===== src/rtl/sscsd_pkg.sv =====
`timescale 1ns / 1ps
// ----------------------------------------------------------------------------
// sscsd_pkg
// Shared types, register indexes and the character font of the driver.
// ----------------------------------------------------------------------------
package sscsd_pkg;

    localparam int unsigned PATTERN_W = 8;
    localparam int unsigned BIT_CNT_W = 3;

    // Configuration register indexes.
    localparam logic CFG_INVERT    = 1'b0;
    localparam logic CFG_LSB_FIRST = 1'b1;

    typedef struct packed {
        logic                 known;
        logic [PATTERN_W-1:0] pattern;
    } t_item;

    // Font lookup: bit 7 is segment a down to bit 0, the decimal point.
    // Unknown codes give known = 0 and an all-zero pattern.
    function automatic t_item font_lookup(input logic [7:0] c);
        t_item g;
        g.known = 1'b1;
        case (c) inside
            8'h30:        g.pattern = 8'hFC; // 0
            8'h31:        g.pattern = 8'h60; // 1
            8'h32:        g.pattern = 8'hDA; // 2
            8'h33:        g.pattern = 8'hF2; // 3
            8'h34:        g.pattern = 8'h66; // 4
            8'h35:        g.pattern = 8'hB6; // 5
            8'h36:        g.pattern = 8'hBE; // 6
            8'h37:        g.pattern = 8'hE0; // 7
            8'h38:        g.pattern = 8'hFE; // 8
            8'h39:        g.pattern = 8'hF6; // 9
            8'h41, 8'h61: g.pattern = 8'hEE; // A a
            8'h42, 8'h62: g.pattern = 8'h3E; // B b
            8'h43, 8'h63: g.pattern = 8'h1A; // C c
            8'h44, 8'h64: g.pattern = 8'h7A; // D d
            8'h45, 8'h65: g.pattern = 8'h9E; // E e
            8'h46, 8'h66: g.pattern = 8'h8E; // F f
            8'h47, 8'h67: g.pattern = 8'hBC; // G g
            8'h48:        g.pattern = 8'h6E; // H
            8'h68:        g.pattern = 8'h2E; // h
            8'h49:        g.pattern = 8'h60; // I
            8'h69:        g.pattern = 8'h20; // i
            8'h4A, 8'h6A: g.pattern = 8'hF8; // J j
            8'h4C:        g.pattern = 8'h1C; // L
            8'h4E, 8'h6E: g.pattern = 8'h2A; // N n
            8'h4F:        g.pattern = 8'hFC; // O
            8'h6F:        g.pattern = 8'h3A; // o
            8'h50:        g.pattern = 8'hCE; // P
            8'h51, 8'h71: g.pattern = 8'hE6; // Q q
            8'h52, 8'h72: g.pattern = 8'h0A; // R r
            8'h53, 8'h73: g.pattern = 8'hB6; // S s
            8'h54, 8'h74: g.pattern = 8'h1E; // T t
            8'h55:        g.pattern = 8'h7C; // U
            8'h75:        g.pattern = 8'h38; // u
            8'h59, 8'h79: g.pattern = 8'h76; // Y y
            8'h5F:        g.pattern = 8'h10; // underscore
            8'h2D:        g.pattern = 8'h02; // minus
            8'h3D:        g.pattern = 8'h12; // equals
            8'h5B:        g.pattern = 8'h9C; // left bracket
            8'h5D:        g.pattern = 8'hF0; // right bracket
            8'h22:        g.pattern = 8'h44; // double quote
            8'h27:        g.pattern = 8'h10; // apostrophe
            8'h2E, 8'h2C: g.pattern = 8'h01; // full stop and comma
            8'h20:        g.pattern = 8'h00; // space
            default: begin
                g.known   = 1'b0;
                g.pattern = '0;
            end
        endcase
        return g;
    endfunction

endpackage


===== src/rtl/sscsd_in_if.sv =====
`timescale 1ns / 1ps
// ----------------------------------------------------------------------------
// sscsd_in_if
// Character input channel: one character code per beat.
// ----------------------------------------------------------------------------
interface sscsd_in_if;
    logic       valid;
    logic       ready;
    logic [7:0] char_code;

    modport source (output valid, output char_code, input ready);
    modport sink   (input valid, input char_code, output ready);
endinterface


===== src/rtl/sscsd_out_if.sv =====
`timescale 1ns / 1ps
// ----------------------------------------------------------------------------
// sscsd_out_if
// Serial output channel: one data line bit per beat with its pattern.
// ----------------------------------------------------------------------------
interface sscsd_out_if;
    logic       valid;
    logic       ready;
    logic       serial_bit;
    logic [7:0] segment_pattern;
    logic       symbol_known;
    logic       last_bit;

    modport source (output valid, output serial_bit, output segment_pattern,
                    output symbol_known, output last_bit, input ready);
    modport sink   (input valid, input serial_bit, input segment_pattern,
                    input symbol_known, input last_bit, output ready);
endinterface


===== src/rtl/sscsd_decode.sv =====
`timescale 1ns / 1ps
// ----------------------------------------------------------------------------
// sscsd_decode
// Input register stage: looks the character up in the font and applies the
// optional common-anode inversion.
// ----------------------------------------------------------------------------
module sscsd_decode (
    input  logic             i_clk,
    input  logic             i_rst_n,
    sscsd_in_if.sink         i_in,
    input  logic             i_invert,
    input  logic             i_take,
    output logic             o_valid,
    output sscsd_pkg::t_item o_item
);

    logic             r_valid;
    sscsd_pkg::t_item r_item;
    sscsd_pkg::t_item n_item;
    sscsd_pkg::t_item w_glyph;

    assign i_in.ready = !r_valid || i_take;

    // A rejected character keeps an all-zero pattern; inversion applies only
    // to characters in the font.
    always_comb begin
        w_glyph        = sscsd_pkg::font_lookup(i_in.char_code);
        n_item.known   = w_glyph.known;
        n_item.pattern = w_glyph.known
                       ? (w_glyph.pattern ^ {sscsd_pkg::PATTERN_W{i_invert}})
                       : '0;
    end

    always_ff @(posedge i_clk) begin
        if (!i_rst_n) begin
            r_valid <= 1'b0;
        end else if (i_in.ready) begin
            r_valid <= i_in.valid;
        end
    end

    always_ff @(posedge i_clk) begin
        if (i_in.valid && i_in.ready) begin
            r_item <= n_item;
        end
    end

    assign o_valid = r_valid;
    assign o_item  = r_item;

endmodule


===== src/rtl/sscsd_serial.sv =====
`timescale 1ns / 1ps
// ----------------------------------------------------------------------------
// sscsd_serial
// Output register stage: shifts the pattern out one bit per beat and marks
// the final beat of each character.
// ----------------------------------------------------------------------------
module sscsd_serial (
    input  logic             i_clk,
    input  logic             i_rst_n,
    input  logic             i_valid,
    input  sscsd_pkg::t_item i_item,
    input  logic             i_lsb_first,
    output logic             o_take,
    sscsd_out_if.source      o_out
);

    logic                            r_valid;
    sscsd_pkg::t_item                r_item;
    logic [sscsd_pkg::BIT_CNT_W-1:0] r_cnt;
    logic [sscsd_pkg::BIT_CNT_W-1:0] w_pos;
    logic                            w_last;
    logic                            w_beat;

    // A rejected character is a single beat on its own.
    assign w_last = !r_item.known || (r_cnt == {sscsd_pkg::BIT_CNT_W{1'b1}});
    assign w_beat = r_valid && o_out.ready;
    assign o_take = !r_valid || (o_out.ready && w_last);
    assign w_pos  = i_lsb_first ? r_cnt : ~r_cnt;

    always_ff @(posedge i_clk) begin
        if (!i_rst_n) begin
            r_valid <= 1'b0;
        end else if (o_take) begin
            r_valid <= i_valid;
        end
    end

    always_ff @(posedge i_clk) begin
        if (o_take) begin
            r_item <= i_item;
            r_cnt  <= '0;
        end else if (w_beat) begin
            r_cnt  <= r_cnt + 1'b1;
        end
    end

    assign o_out.valid           = r_valid;
    assign o_out.serial_bit      = r_item.pattern[w_pos];
    assign o_out.segment_pattern = r_item.pattern;
    assign o_out.symbol_known    = r_item.known;
    assign o_out.last_bit        = w_last;

endmodule


===== src/rtl/seven_segment_char_serial_driver.sv =====
`timescale 1ns / 1ps
// A character passes through the input register stage and then the output register
// stage before its first beat is offered, and a stall at the output holds it back.
// A known character goes out as eight beats and a rejected one as a single beat;
// the output register stage sends one bit per beat and waits while the receiver stalls.
// A new character is taken while the previous one is still shifting out.
// Reset is synchronous and active low; it empties both stages and clears both
// configuration registers.
// ----------------------------------------------------------------------------
// seven_segment_char_serial_driver
// Seven-segment character decoder with a serial shift-out of the pattern.
// ----------------------------------------------------------------------------
module seven_segment_char_serial_driver (
    input  logic        i_clk,
    input  logic        i_rst_n,
    input  logic        i_cfg_we,
    input  logic        i_cfg_index,
    input  logic        i_cfg_data,
    sscsd_in_if.sink    i_in,
    sscsd_out_if.source o_out
);

    logic             r_invert;
    logic             r_lsb_first;
    logic             w_valid;
    logic             w_take;
    sscsd_pkg::t_item w_item;

    always_ff @(posedge i_clk) begin
        if (!i_rst_n) begin
            r_invert    <= 1'b0;
            r_lsb_first <= 1'b0;
        end else if (i_cfg_we) begin
            unique case (i_cfg_index)
                sscsd_pkg::CFG_INVERT:    r_invert    <= i_cfg_data;
                sscsd_pkg::CFG_LSB_FIRST: r_lsb_first <= i_cfg_data;
                default: ;
            endcase
        end
    end

    sscsd_decode u_decode (
        .i_clk   (i_clk),
        .i_rst_n (i_rst_n),
        .i_in    (i_in),
        .i_invert(r_invert),
        .i_take  (w_take),
        .o_valid (w_valid),
        .o_item  (w_item)
    );

    sscsd_serial u_serial (
        .i_clk      (i_clk),
        .i_rst_n    (i_rst_n),
        .i_valid    (w_valid),
        .i_item     (w_item),
        .i_lsb_first(r_lsb_first),
        .o_take     (w_take),
        .o_out      (o_out)
    );

endmodule


===== src/flat_wrapper.sv =====
// flat-port wrapper written by rule: the top's interface ports become plain ports
module seven_segment_char_serial_driver_flat 
  (i_clk, i_rst_n, i_cfg_we, i_cfg_index, i_cfg_data, i_in_valid, i_in_char_code, i_in_ready, o_out_valid, o_out_serial_bit, o_out_segment_pattern, o_out_symbol_known, o_out_last_bit, o_out_ready);
  sscsd_in_if i_in_i ();
  sscsd_out_if o_out_i ();
  input  logic i_clk;
  input  logic i_rst_n;
  input  logic i_cfg_we;
  input  logic i_cfg_index;
  input  logic i_cfg_data;
  input wire logic [$bits(i_in_i.valid)-1:0] i_in_valid;
  input wire logic [$bits(i_in_i.char_code)-1:0] i_in_char_code;
  output wire logic [$bits(i_in_i.ready)-1:0] i_in_ready;
  output wire logic [$bits(o_out_i.valid)-1:0] o_out_valid;
  output wire logic [$bits(o_out_i.serial_bit)-1:0] o_out_serial_bit;
  output wire logic [$bits(o_out_i.segment_pattern)-1:0] o_out_segment_pattern;
  output wire logic [$bits(o_out_i.symbol_known)-1:0] o_out_symbol_known;
  output wire logic [$bits(o_out_i.last_bit)-1:0] o_out_last_bit;
  input wire logic [$bits(o_out_i.ready)-1:0] o_out_ready;
  assign i_in_i.valid = i_in_valid;
  assign i_in_i.char_code = i_in_char_code;
  assign i_in_ready = i_in_i.ready;
  assign o_out_valid = o_out_i.valid;
  assign o_out_serial_bit = o_out_i.serial_bit;
  assign o_out_segment_pattern = o_out_i.segment_pattern;
  assign o_out_symbol_known = o_out_i.symbol_known;
  assign o_out_last_bit = o_out_i.last_bit;
  assign o_out_i.ready = o_out_ready;
  seven_segment_char_serial_driver u_core (.i_clk(i_clk), .i_rst_n(i_rst_n), .i_cfg_we(i_cfg_we), .i_cfg_index(i_cfg_index), .i_cfg_data(i_cfg_data), .i_in(i_in_i), .o_out(o_out_i));
endmodule

===== config.mk =====
export PLATFORM = sky130hd
export DESIGN_NAME = seven_segment_char_serial_driver_flat
export DESIGN_NICKNAME = d
export VERILOG_FILES = /design/src/rtl/sscsd_pkg.sv /design/src/rtl/sscsd_in_if.sv /design/src/rtl/sscsd_out_if.sv /design/src/rtl/sscsd_decode.sv /design/src/rtl/sscsd_serial.sv /design/src/rtl/seven_segment_char_serial_driver.sv /design/src/flat_wrapper.sv
export SDC_FILE = /design/constraint.sdc
export NUM_CORES = 1
export LEC_CHECK = 0
export BUFFER_PORTS_ARGS = -buffer_cell sky130_fd_sc_hd__buf_2
export CAP_MARGIN = 20
export CORE_MARGIN = 2
export CORE_UTILIZATION = 23
export CTS_BUF_LIST = sky130_fd_sc_hd__clkbuf_16
export DETAILED_ROUTE_END_ITERATION = 10
export GPL_TIMING_DRIVEN = 0
export PLACE_DENSITY = 0.43
export SYNTH_ARGS = -nofsm -noshare
export SYNTH_HDL_FRONTEND = slang
export SYNTH_SLANG_ARGS = --single-unit

===== constraint.sdc =====
create_clock -name i_clk -period 2.95 [get_ports i_clk]
set_input_delay 0.7375 -clock i_clk [delete_from_list [all_inputs] [get_ports i_clk]]
set_output_delay 0.7375 -clock i_clk [all_outputs]
set_load 0.01 [all_outputs]

==> flow_summary_export.csv, run 1 <==
group,metric,value,unit
outcome,status,"finished, final reports clean",
timing,rsz0062_at_grt,"false",
floorplan,die_h,105,um
timing,finalSetupViolCount,0,
timing,final.setup.tns,0,ps
clock_network,cts_buffers,3,
timing,clock-skew-final,7.71,ps
synth,postSynthCellCount,285,
setup_path,cpMaxStageDelayCell,"dfxtp_1",
floorplan,die-area,11100,sq um
clock_network,clk_path_buf_depth,2,
synth,yosysWarnings,0,
flow_run,drv_cap,0,
grt,grt.overflow.total,0,
timing,fmax,360,MHz
timing,layout_setup_ws,172,ps
setup_path,crit_arrival,2040,ps
pwr,vdd_drop_max,0.209,mV
synth,synth-seq-cells,25,
clock_network,path_clk_slew,60,ps
grt,antenna_found_initial,0,
timing,worst_slew_pin_slew,905,ps
synth,synth_seq_area_share,28.8,%
place,io_buffer_count,25,
routing,drt-initial-drc-count,285,
clock_network,clock_sinks,25,
clock_network,cts_hold_buf,0,
setup_path,crit_buf_inv,2,
clock_network,cts-htree-levels,1,
grt,grt_max_degree,15,
setup_path,cp_data_required_time,2210,ps
grt,first_global_vias,2415,
synth,synth_enable_flop_cells,18,
synth,syn_area,2370,sq um
setup_path,path_delay_family,"compound AO/OA/AOI/OAI gates",
setup_path,worstPathMaxFanout,9,
timing,period_share,94.2,%
floorplan,die_x,105,um
floorplan,core,10100,sq um
clock_network,tritoncts,"yes",
setup_path,path_cells,"clkbuf_1 > nor2b_1 > a21o_1 > a221o_1 > a22oi_1 > o21ai_0 > o21a_1 > buf_2",
finish,nets,332,
synth,syn-num-nets,302,
setup_path,critPathLaunchType,"flip-flop",
place,place_congestion,0.988,
routing,ant_nets,0,
routing,routed_wl,7260,um
pwr,p_leak,1.01,nW
finish,syn2layout_area_growth,15.9,%
finish,drive_gt1_share,19.1,%
grt,grt_pass1_wl,12000,um
synth,syn_avg_cell_area,8.30,sq um
clock_network,clk_latency,260,ps
timing,slew_headroom,38.8,%
setup_path,path_class,"flip-flop to primary output",
routing,wl_per_cell,16.1,um
setup_path,cpPeakStageDelay,330,ps
pwr,power_density,350,nW/um^2
timing,fin_hold_ws,417,ps
place,dp_hpwl,5460,um
routing,routed_via_density,5.52,
synth,synthFlopType,"edfxtp_1",
clock_network,cts_root_buf,"clkbuf_16",
place,pre_cts_slack,209,ps
synth,synthArstFlopShare,0,%
floorplan,start_util,23.3,%
routing,first_pass_iters,5,
timing,hold_viol_final,0,
finish,num_antenna_cells,0,
pwr,power.total,0.960,mW
floorplan,io_pins,28,
routing,drc,0,
synth,ys_types,72,
timing,period_minus_slack,2780,ps
grt,grt_usage,13.0,%
floorplan,fp-row-count,37,
routing,vias,2485,
setup_path,cp-end-kind,"primary output",
timing,finalMaxSlewViolations,0,
worst_hold_path,holdCritPathClass,"flip-flop to flip-flop",
[state kept, by name, summed over array words and instances (netlist names)]
register                               flops
u_core.r_invert                            1
u_core.r_lsb_first                         1
u_core.u_decode.o_item                     9
u_core.u_decode.o_valid                    1
u_core.u_serial.o_out.segment_pattern      8
u_core.u_serial.o_out.symbol_known         1
u_core.u_serial.o_out.valid                1
u_core.u_serial.r_cnt                      3
[through the flow]
stage | cells | utilization, % | instance area, sq um
after floorplan | 285 | - | 2370
after global placement | 446 | 26.2 | 2660
after detailed placement | 446 | 26.2 | 2660
after CTS | 450 | 27.0 | 2740
after global routing | 450 | 27.0 | 2740
final | 450 | 27.0 | 2740
[placed cells by master (no fill, tap or decap), types with 5 or more instances in the layout]
| master | n |
|---|---|
| a21oi_1 | 15 |
| a32oi_1 | 5 |
| and2_1 | 8 |
| buf_2 | 37 |
| buf_4 | 5 |
| dfxtp_1 | 7 |
| edfxtp_1 | 18 |
| inv_1 | 9 |
| mux2i_1 | 6 |
| nand2_1 | 16 |
| nand2b_1 | 6 |
| nand3_1 | 14 |
| nand3b_1 | 5 |
| nor2_1 | 16 |
| nor2b_1 | 14 |
| nor3_1 | 11 |
| o2111ai_1 | 5 |
| o21ai_0 | 19 |
[layer usage]
metal / track usage, % / up-vias / share of wire (%)
met2: 21.2 / 139 / 47
met5: 0 / - / 0
met1: 16.9 / 1162 / 42
met4: 6.00 / 0 / 4.0
met3: 2.10 / 32 / 7.2
li1: - / 1152 / -
[repair_timing]
item                       in CTS  in global routing
gates resized for setup         0                  1
setup endpoints to repair       0                  1
setup buffers                   0                  0
[report_power, final]
group / switching [mW] / leakage [nW] / internal (mW) / total, mW
Combinational: 0.154 / 0.717 / 0.0941 / 0.248
Sequential: 0.0159 / 0.248 / 0.406 / 0.422
Clock: 0.108 / 0.0409 / 0.182 / 0.290
[cell families after synthesis]
group	Yosys count	share of synthesized area, %
AND/OR/NAND/NOR	123	30.8
AO/OA/AOI/OAI	90	27.1
buffers and inverters	34	7.77
flip-flops	25	28.8
multiplexers	7	3.01
XOR/XNOR	4	1.48
adder cells (fa/ha/maj)	2	1.06
[path summary, 6_finish.rpt]
kind | from | slack (ps) | cells past startpoint | end
setup reg to reg | u_core.u_serial.r_cnt[1]$_SDFFE_PP0P_ | 860 | 7 | u_core.u_decode.o_item[3]$_SDFFCE_PN0P_
hold / removal | u_core.u_decode.o_item[2]$_SDFFCE_PN0P_ | 420 | 0 | u_core.u_serial.o_out.segment_pattern[2]$_DFFE_PP_
hold reg to reg | u_core.u_decode.o_item[2]$_SDFFCE_PN0P_ | 420 | 0 | u_core.u_serial.o_out.segment_pattern[2]$_DFFE_PP_
setup / recovery | u_core.u_serial.r_cnt[2]$_SDFFE_PP0P_ | 170 | 8 | o_out_serial_bit
[synth_stat cells (6+ instances only)]
cell type | n | area share [%]
o21ai_0 | 19 | 4.0
edfxtp_1 | 18 | 23
nand2_1 | 16 | 2.5
nor2_1 | 16 | 2.5
a21oi_1 | 15 | 3.2
nand3_1 | 14 | 3.0
nor2b_1 | 14 | 3.7
buf_2 | 12 | 2.5
nor3_1 | 11 | 2.3
inv_1 | 9 | 1.4
and2_1 | 8 | 2.1
dfxtp_1 | 7 | 5.9
mux2i_1 | 6 | 2.5
nand2b_1 | 6 | 1.6
[cell type report]
class                           count  area (sq um)
Clock inverter                      1          5.00
Inverter                           12          45.0
Sequential cell                    25           681
Buffer                             22           139
Clock buffer                        3          75.1
Fill cell                        1093          7400
Timing Repair Buffer               25           125
Multi-Input combinational cell    226          1500
Tap cell                          136           170
(Power assumes the default switching activity.)
==> inputs of run 2 (changes only) <==
--- a/config.mk
+++ b/config.mk
@@ -7,4 +7,7 @@
 export LEC_CHECK = 0
+export ABC_CLOCK_PERIOD_IN_PS = 2950
 export BUFFER_PORTS_ARGS = -buffer_cell sky130_fd_sc_hd__buf_2
 export CAP_MARGIN = 20
+export CELL_PAD_IN_SITES_DETAIL_PLACEMENT = 0
+export CELL_PAD_IN_SITES_GLOBAL_PLACEMENT = 1
 export CORE_MARGIN = 2
@@ -14,3 +17,3 @@
 export GPL_TIMING_DRIVEN = 0
-export PLACE_DENSITY = 0.43
+export PLACE_DENSITY = 0.52
 export SYNTH_ARGS = -nofsm -noshare
--- a/constraint.sdc
+++ b/constraint.sdc
@@ -3,2 +3,2 @@
 set_output_delay 0.7375 -clock i_clk [all_outputs]
-set_load 0.01 [all_outputs]
+set_load 0.1 [all_outputs]
==> run 2 against run 1 <==
  * Wire length grew 4.7%
  * Count of clock-buffer cells in the layout stayed put
  * Largest cell class unchanged
  * Register-to-register slack improved by 100 ps
==> flow_summary_export.csv, run 2 (synthesis results as in run 1) <==
group,metric,value,unit
outcome,status,"finished, final reports clean",
routing,wl_met1,3260,um
timing,finalMaxSlewViolations,0,
flow_run,drv_cap,0,
clock_network,clk_path_buf_depth,2,
setup_path,crit_arrival,2050,ps
finish,largest_reg_flops,9,
pwr,p_leak,1.01,nW
grt,first_global_vias,2352,
place,dp_hpwl,5670,um
routing,wl_per_cell,16.9,um
grt,grt_usage,13.7,%
grt,grt_max_degree,16,
setup_path,cpPeakStageDelay,310,ps
setup_path,path_class,"flip-flop to primary output",
routing,routed_wl,7600,um
clock_network,clk_latency,260,ps
floorplan,io_pins,28,
clock_network,tritoncts,"yes",
routing,vias,2473,
clock_network,cts_root_buf,"clkbuf_16",
clock_network,cts_buffers,3,
routing,wl_met2,3570,um
finish,final_core_util,27.5,%
timing,period_share,94.6,%
timing,final.setup.tns,0,ps
routing,highest_layer,"met4",
clock_network,post-cts-setup-buffers,0,
timing,slew_headroom,48.3,%
timing,fmax,358,MHz
floorplan,start_util,23.3,%
routing,routed_via_density,5.50,
routing,ant_nets,0,
setup_path,cpMaxStageDelayCell,"dfxtp_1",
finish,final_cell_mix,"36 x buf_2, 19 x o21ai_0, 18 x edfxtp_1",
timing,finalSetupViolCount,0,
clock_network,clock_sinks,25,
floorplan,fp-row-count,37,
setup_path,cp-end-kind,"primary output",
timing,worst_slew_pin_slew,765,ps
setup_path,path_cells,"clkbuf_2 > nor2b_1 > a21o_1 > a221o_1 > a22oi_1 > o21ai_0 > o21a_2 > buf_4",
routing,drc,0,
setup_path,worstPathMaxFanout,9,
finish,nets,332,
routing,met3_length,516,um
floorplan,die_h,105,um
worst_hold_path,holdCritPathClass,"flip-flop to flip-flop",
finish,syn2layout_area_growth,17.8,%
finish,num_antenna_cells,0,
finish,layout_commonest_cell,"buf_2",
place,place_congestion,0.947,
grt,antenna_found_initial,0,
timing,hold_viol_final,0,
clock_network,path_clk_slew,60,ps
timing,layout_setup_ws,161,ps
setup_path,cp_data_required_time,2210,ps
pwr,vdd_drop_max,0.203,mV
routing,drt-initial-drc-count,254,
finish,drive_gt1_share,21.0,%
timing,rsz0062_at_grt,"false",
floorplan,die_x,105,um
setup_path,critPathLaunchType,"flip-flop",
place,io_buffer_count,25,
timing,period_minus_slack,2790,ps
clock_network,cts-htree-levels,1,
grt,grt.overflow.total,0,
timing,clock-skew-final,4.49,ps
grt,grt_pass1_wl,12300,um
floorplan,die-area,11100,sq um
floorplan,core,10100,sq um
pwr,power_density,397,nW/um^2
routing,first_pass_iters,5,
place,pre_cts_slack,204,ps
run 2: what timing repair did:
| item | in CTS | in global routing |
|---|---|---|
| hold buffers | 0 | 0 |
| pin swaps | 0 | 0 |
| gates resized for setup | 1 | 2 |
| setup endpoints to repair | 1 | 1 |
run 2: cell type report:
| type | instances | area, sq um |
|---|---|---|
| inverters | 12 | 48.8 |
| plain buffers | 22 | 140 |
| clock buffers | 3 | 75.1 |
| fillers | 1102 | 7350 |
| flip-flops and latches | 25 | 681 |
| repair buffers | 25 | 128 |
| well taps | 136 | 170 |
| clock inverters | 1 | 6.26 |
| multi-input cells | 226 | 1540 |
run 2: final timing paths:
| check | startpoint | to | slack [ps] | cells past startpoint |
|---|---|---|---|---|
| max reg2reg | u_core.u_serial.r_cnt[1]$_SDFFE_PP0P_ | u_core.u_decode.o_item[0]$_SDFFCE_PN0P_ | 960 | 7 |
| min | u_core.u_decode.o_item[5]$_SDFFCE_PN0P_ | u_core.u_serial.o_out.segment_pattern[5]$_DFFE_PP_ | 420 | 0 |
| min reg2reg | u_core.u_decode.o_item[5]$_SDFFCE_PN0P_ | u_core.u_serial.o_out.segment_pattern[5]$_DFFE_PP_ | 420 | 0 |
| max | u_core.u_serial.r_cnt[2]$_SDFFE_PP0P_ | o_out_serial_bit | 160 | 8 |
run 2: worst max-delay path, delay by kind of cell, from the launching register on:
kind / cells / cell delay [ps]
AOI/OAI and AO/OA: 5 / 910
buffers and inverters: 2 / 390
DFF: 1 / 310
and+or+nand+nor: 1 / 180
run 2: where the power goes:
part | total [mW] | leakage [nW] | switching (mW) | internal [mW]
Clock | 0.301 | 0.0414 | 0.117 | 0.184
Sequential | 0.422 | 0.248 | 0.0160 | 0.406
Combinational | 0.383 | 0.726 | 0.283 | 0.0998
run 2: through the flow:
stage	instances	total power, mW	hold WS [ps]	area [sq um]
after global routing	450	1.16	424	2790
final	450	1.11	419	2790
after CTS	450	1.11	421	2780
after global placement	446	0.813	402	2700
after detailed placement	446	0.805	406	2700
after floorplan	285	0.721	400	2410
run 2: metal layers:
layer,track usage (%),vias to the layer above
met2,22.0,135
met3,1.61,21
met4,7.52,0
met5,0,-
li1,-,1153
met1,17.8,1164
==> inputs of run 3 (changes only) <==
Settings changed: ABC_CLOCK_PERIOD_IN_PS 2950 to 2700.
Clock period 2.95 ns to 2.7 ns, I/O delays scaled along.
==> run 3 against run 2 <==
  * Worst hold slack gained 2.7 ps
  * Cell count is the same
  * Critical path type unchanged
  * First-iteration DRC count down 13%
  * Critical endpoint unchanged
  * Clock skew rose by 0.97 ps
  * Clock power is 7.0% higher
  * Sequential share of layout area fell by 0.30 points
  * Power increased by 9.4%
  * Wire length shrank 3.7%
  * Core utilization grew 0.44 points
==> flow_summary_export.csv, run 3 (synthesis results as in run 1) <==
group,metric,value,unit
grt,antenna_found_initial,0,
floorplan,start_util,23.3,%
flow_run,drv_cap,0,
clock_network,tritoncts,"yes",
finish,nets,332,
finish,layout_commonest_cell,"buf_2",
clock_network,cts-htree-levels,1,
setup_path,cp_data_required_time,2030,ps
clock_network,cts_root_buf,"clkbuf_16",
floorplan,io_pins,28,
clock_network,clk_latency,250,ps
timing,rsz0062_at_grt,"true",
clock_network,clock_sinks,25,
timing,finalMaxSlewViolations,0,
place,dp_cells,446,
timing,clock-skew-final,5.46,ps
routing,routed_wl,7310,um
setup_path,critPathLaunchType,"flip-flop",
setup_path,timing.rr.start,"u_core.u_serial.r_cnt[1]$_SDFFE_PP0P_",
timing,fin_hold_ws,421,ps
setup_path,cp-end-kind,"primary output",
routing,wl_per_cell,16.2,um
grt,grt_pass1_wl,11600,um
place,pre_cts_slack,-1.03,ps
setup_path,worst_r2r_endpoint,"u_core.u_decode.o_item[3]$_SDFFCE_PN0P_",
setup_path,cpPeakStageDelay,330,ps
floorplan,die_x,105,um
finish,num_antenna_cells,0,
timing,worst_slew_pin_slew,916,ps
pwr,power_density,427,nW/um^2
pwr,p_leak,1.03,nW
setup_path,r2r_cells,7,
worst_hold_path,holdCritPathClass,"flip-flop to flip-flop",
pwr,vdd_drop_max,0.259,mV
setup_path,worstSetupStartpoint,"u_core.u_serial.r_cnt[2]$_SDFFE_PP0P_",
finish,final_area,2830,sq um
place,dp_hpwl,5660,um
routing,drt-initial-drc-count,222,
finish,drive_gt1_share,22.6,%
routing,vias,2381,
routing,routed_via_density,5.29,
setup_path,crit_end,"o_out_serial_bit",
setup_path,path_class,"flip-flop to primary output",
timing,finalSetupViolCount,0,
timing,period_share,97.8,%
place,io_buffer_count,25,
timing,final.setup.tns,0,ps
outcome,status,"finished, final reports clean",
timing,fmax,379,MHz
timing,layout_setup_ws,59.3,ps
place,place_congestion,0.890,
grt,first_global_vias,2326,
routing,ant_nets,0,
floorplan,fp-row-count,37,
setup_path,crit_arrival,1970,ps
timing,hold_viol_final,0,
routing,first_pass_iters,5,
setup_path,cpMaxStageDelayCell,"dfxtp_2",
clock_network,cts_buffers,3,
grt,grt_max_degree,16,
floorplan,die-area,11100,sq um
finish,fin_cells,450,
worst_hold_path,hp-start,"u_core.u_decode.o_item[4]$_SDFFCE_PN0P_",
finish,final_core_util,27.9,%
setup_path,reg2reg_slack,720,ps
setup_path,path_cells,"buf_6 > nor2b_4 > a21o_1 > a221o_1 > a22oi_1 > o21ai_1 > o21a_4 > buf_12",
finish,syn2layout_area_growth,19.7,%
place,dpl_cell_area,2710,sq um
setup_path,worstPathMaxFanout,9,
floorplan,core,10100,sq um
clock_network,clk_path_buf_depth,2,
finish,largest_reg_flops,9,
floorplan,die_h,105,um
timing,slew_headroom,38.1,%
pwr,power.total,1.21,mW
grt,grt.overflow.total,0,
routing,drc,0,
timing,period_minus_slack,2640,ps
clock_network,cts_hold_buf,0,
grt,grt_usage,13.0,%
clock_network,path_clk_slew,60,ps
finish,final_cell_mix,"35 x buf_2, 18 x o21ai_0, 18 x edfxtp_1",
clock_network,post-cts-setup-buffers,0,
==> run 3: worst min path at each step <==
stage	slack [ps]	cells past startpoint	to
3_3_place_gp	400	0	u_core.u_serial.o_out.segment_pattern[1]$_DFFE_PP_
6_report	420	0	u_core.u_serial.o_out.segment_pattern[4]$_DFFE_PP_
3_5_place_dp	410	0	u_core.u_serial.o_out.segment_pattern[1]$_DFFE_PP_
5_1_grt	430	0	u_core.u_serial.o_out.segment_pattern[2]$_DFFE_PP_
4_1_cts	420	0	u_core.u_serial.o_out.segment_pattern[1]$_DFFE_PP_
2_1_floorplan	400	0	u_core.u_serial.o_out.segment_pattern[0]$_DFFE_PP_
==> run 3: critical path: cells and delay by family, from the launching register on <==
| family | cells | cell delay, ps |
|---|---|---|
| AO/OA/AOI/OAI | 5 | 960 |
| flip-flops | 1 | 330 |
| buffers and inverters | 2 | 290 |
| AND/OR/NAND/NOR | 1 | 130 |
==> run 3: cell type report <==
type	instances	area [sq um]
Fill cell	1100	7310
Multi-Input combinational cell	226	1560
Sequential cell	25	683
Tap cell	136	170
Buffer	22	146
Timing Repair Buffer	25	143
Clock buffer	3	75.1
Inverter	12	48.8
Clock inverter	1	6.26
==> run 3: power breakdown <==
part	internal [mW]	switching (mW)	total, mW
registers	0.443	0.0181	0.461
logic	0.119	0.306	0.426
clock network	0.201	0.121	0.322
total	0.764	0.445	1.21
==> run 3: repair_timing <==
action / CTS / global route
resized for setup: 6 / 10
cloned: 0 / 0
pin swaps: 0 / 3
endpoints found under the setup margin: 1 / 3
==> run 3: metal layers <==
metal	vias to the layer above	wire length (um)	part of all wire [%]	track usage, %
li1	1152	-	-	-
met2	122	3570	49	21.6
met3	22	460	6.3	2.72
met1	1085	3030	41	15.6
met5	-	0	0	0
met4	0	256	3.5	7.24
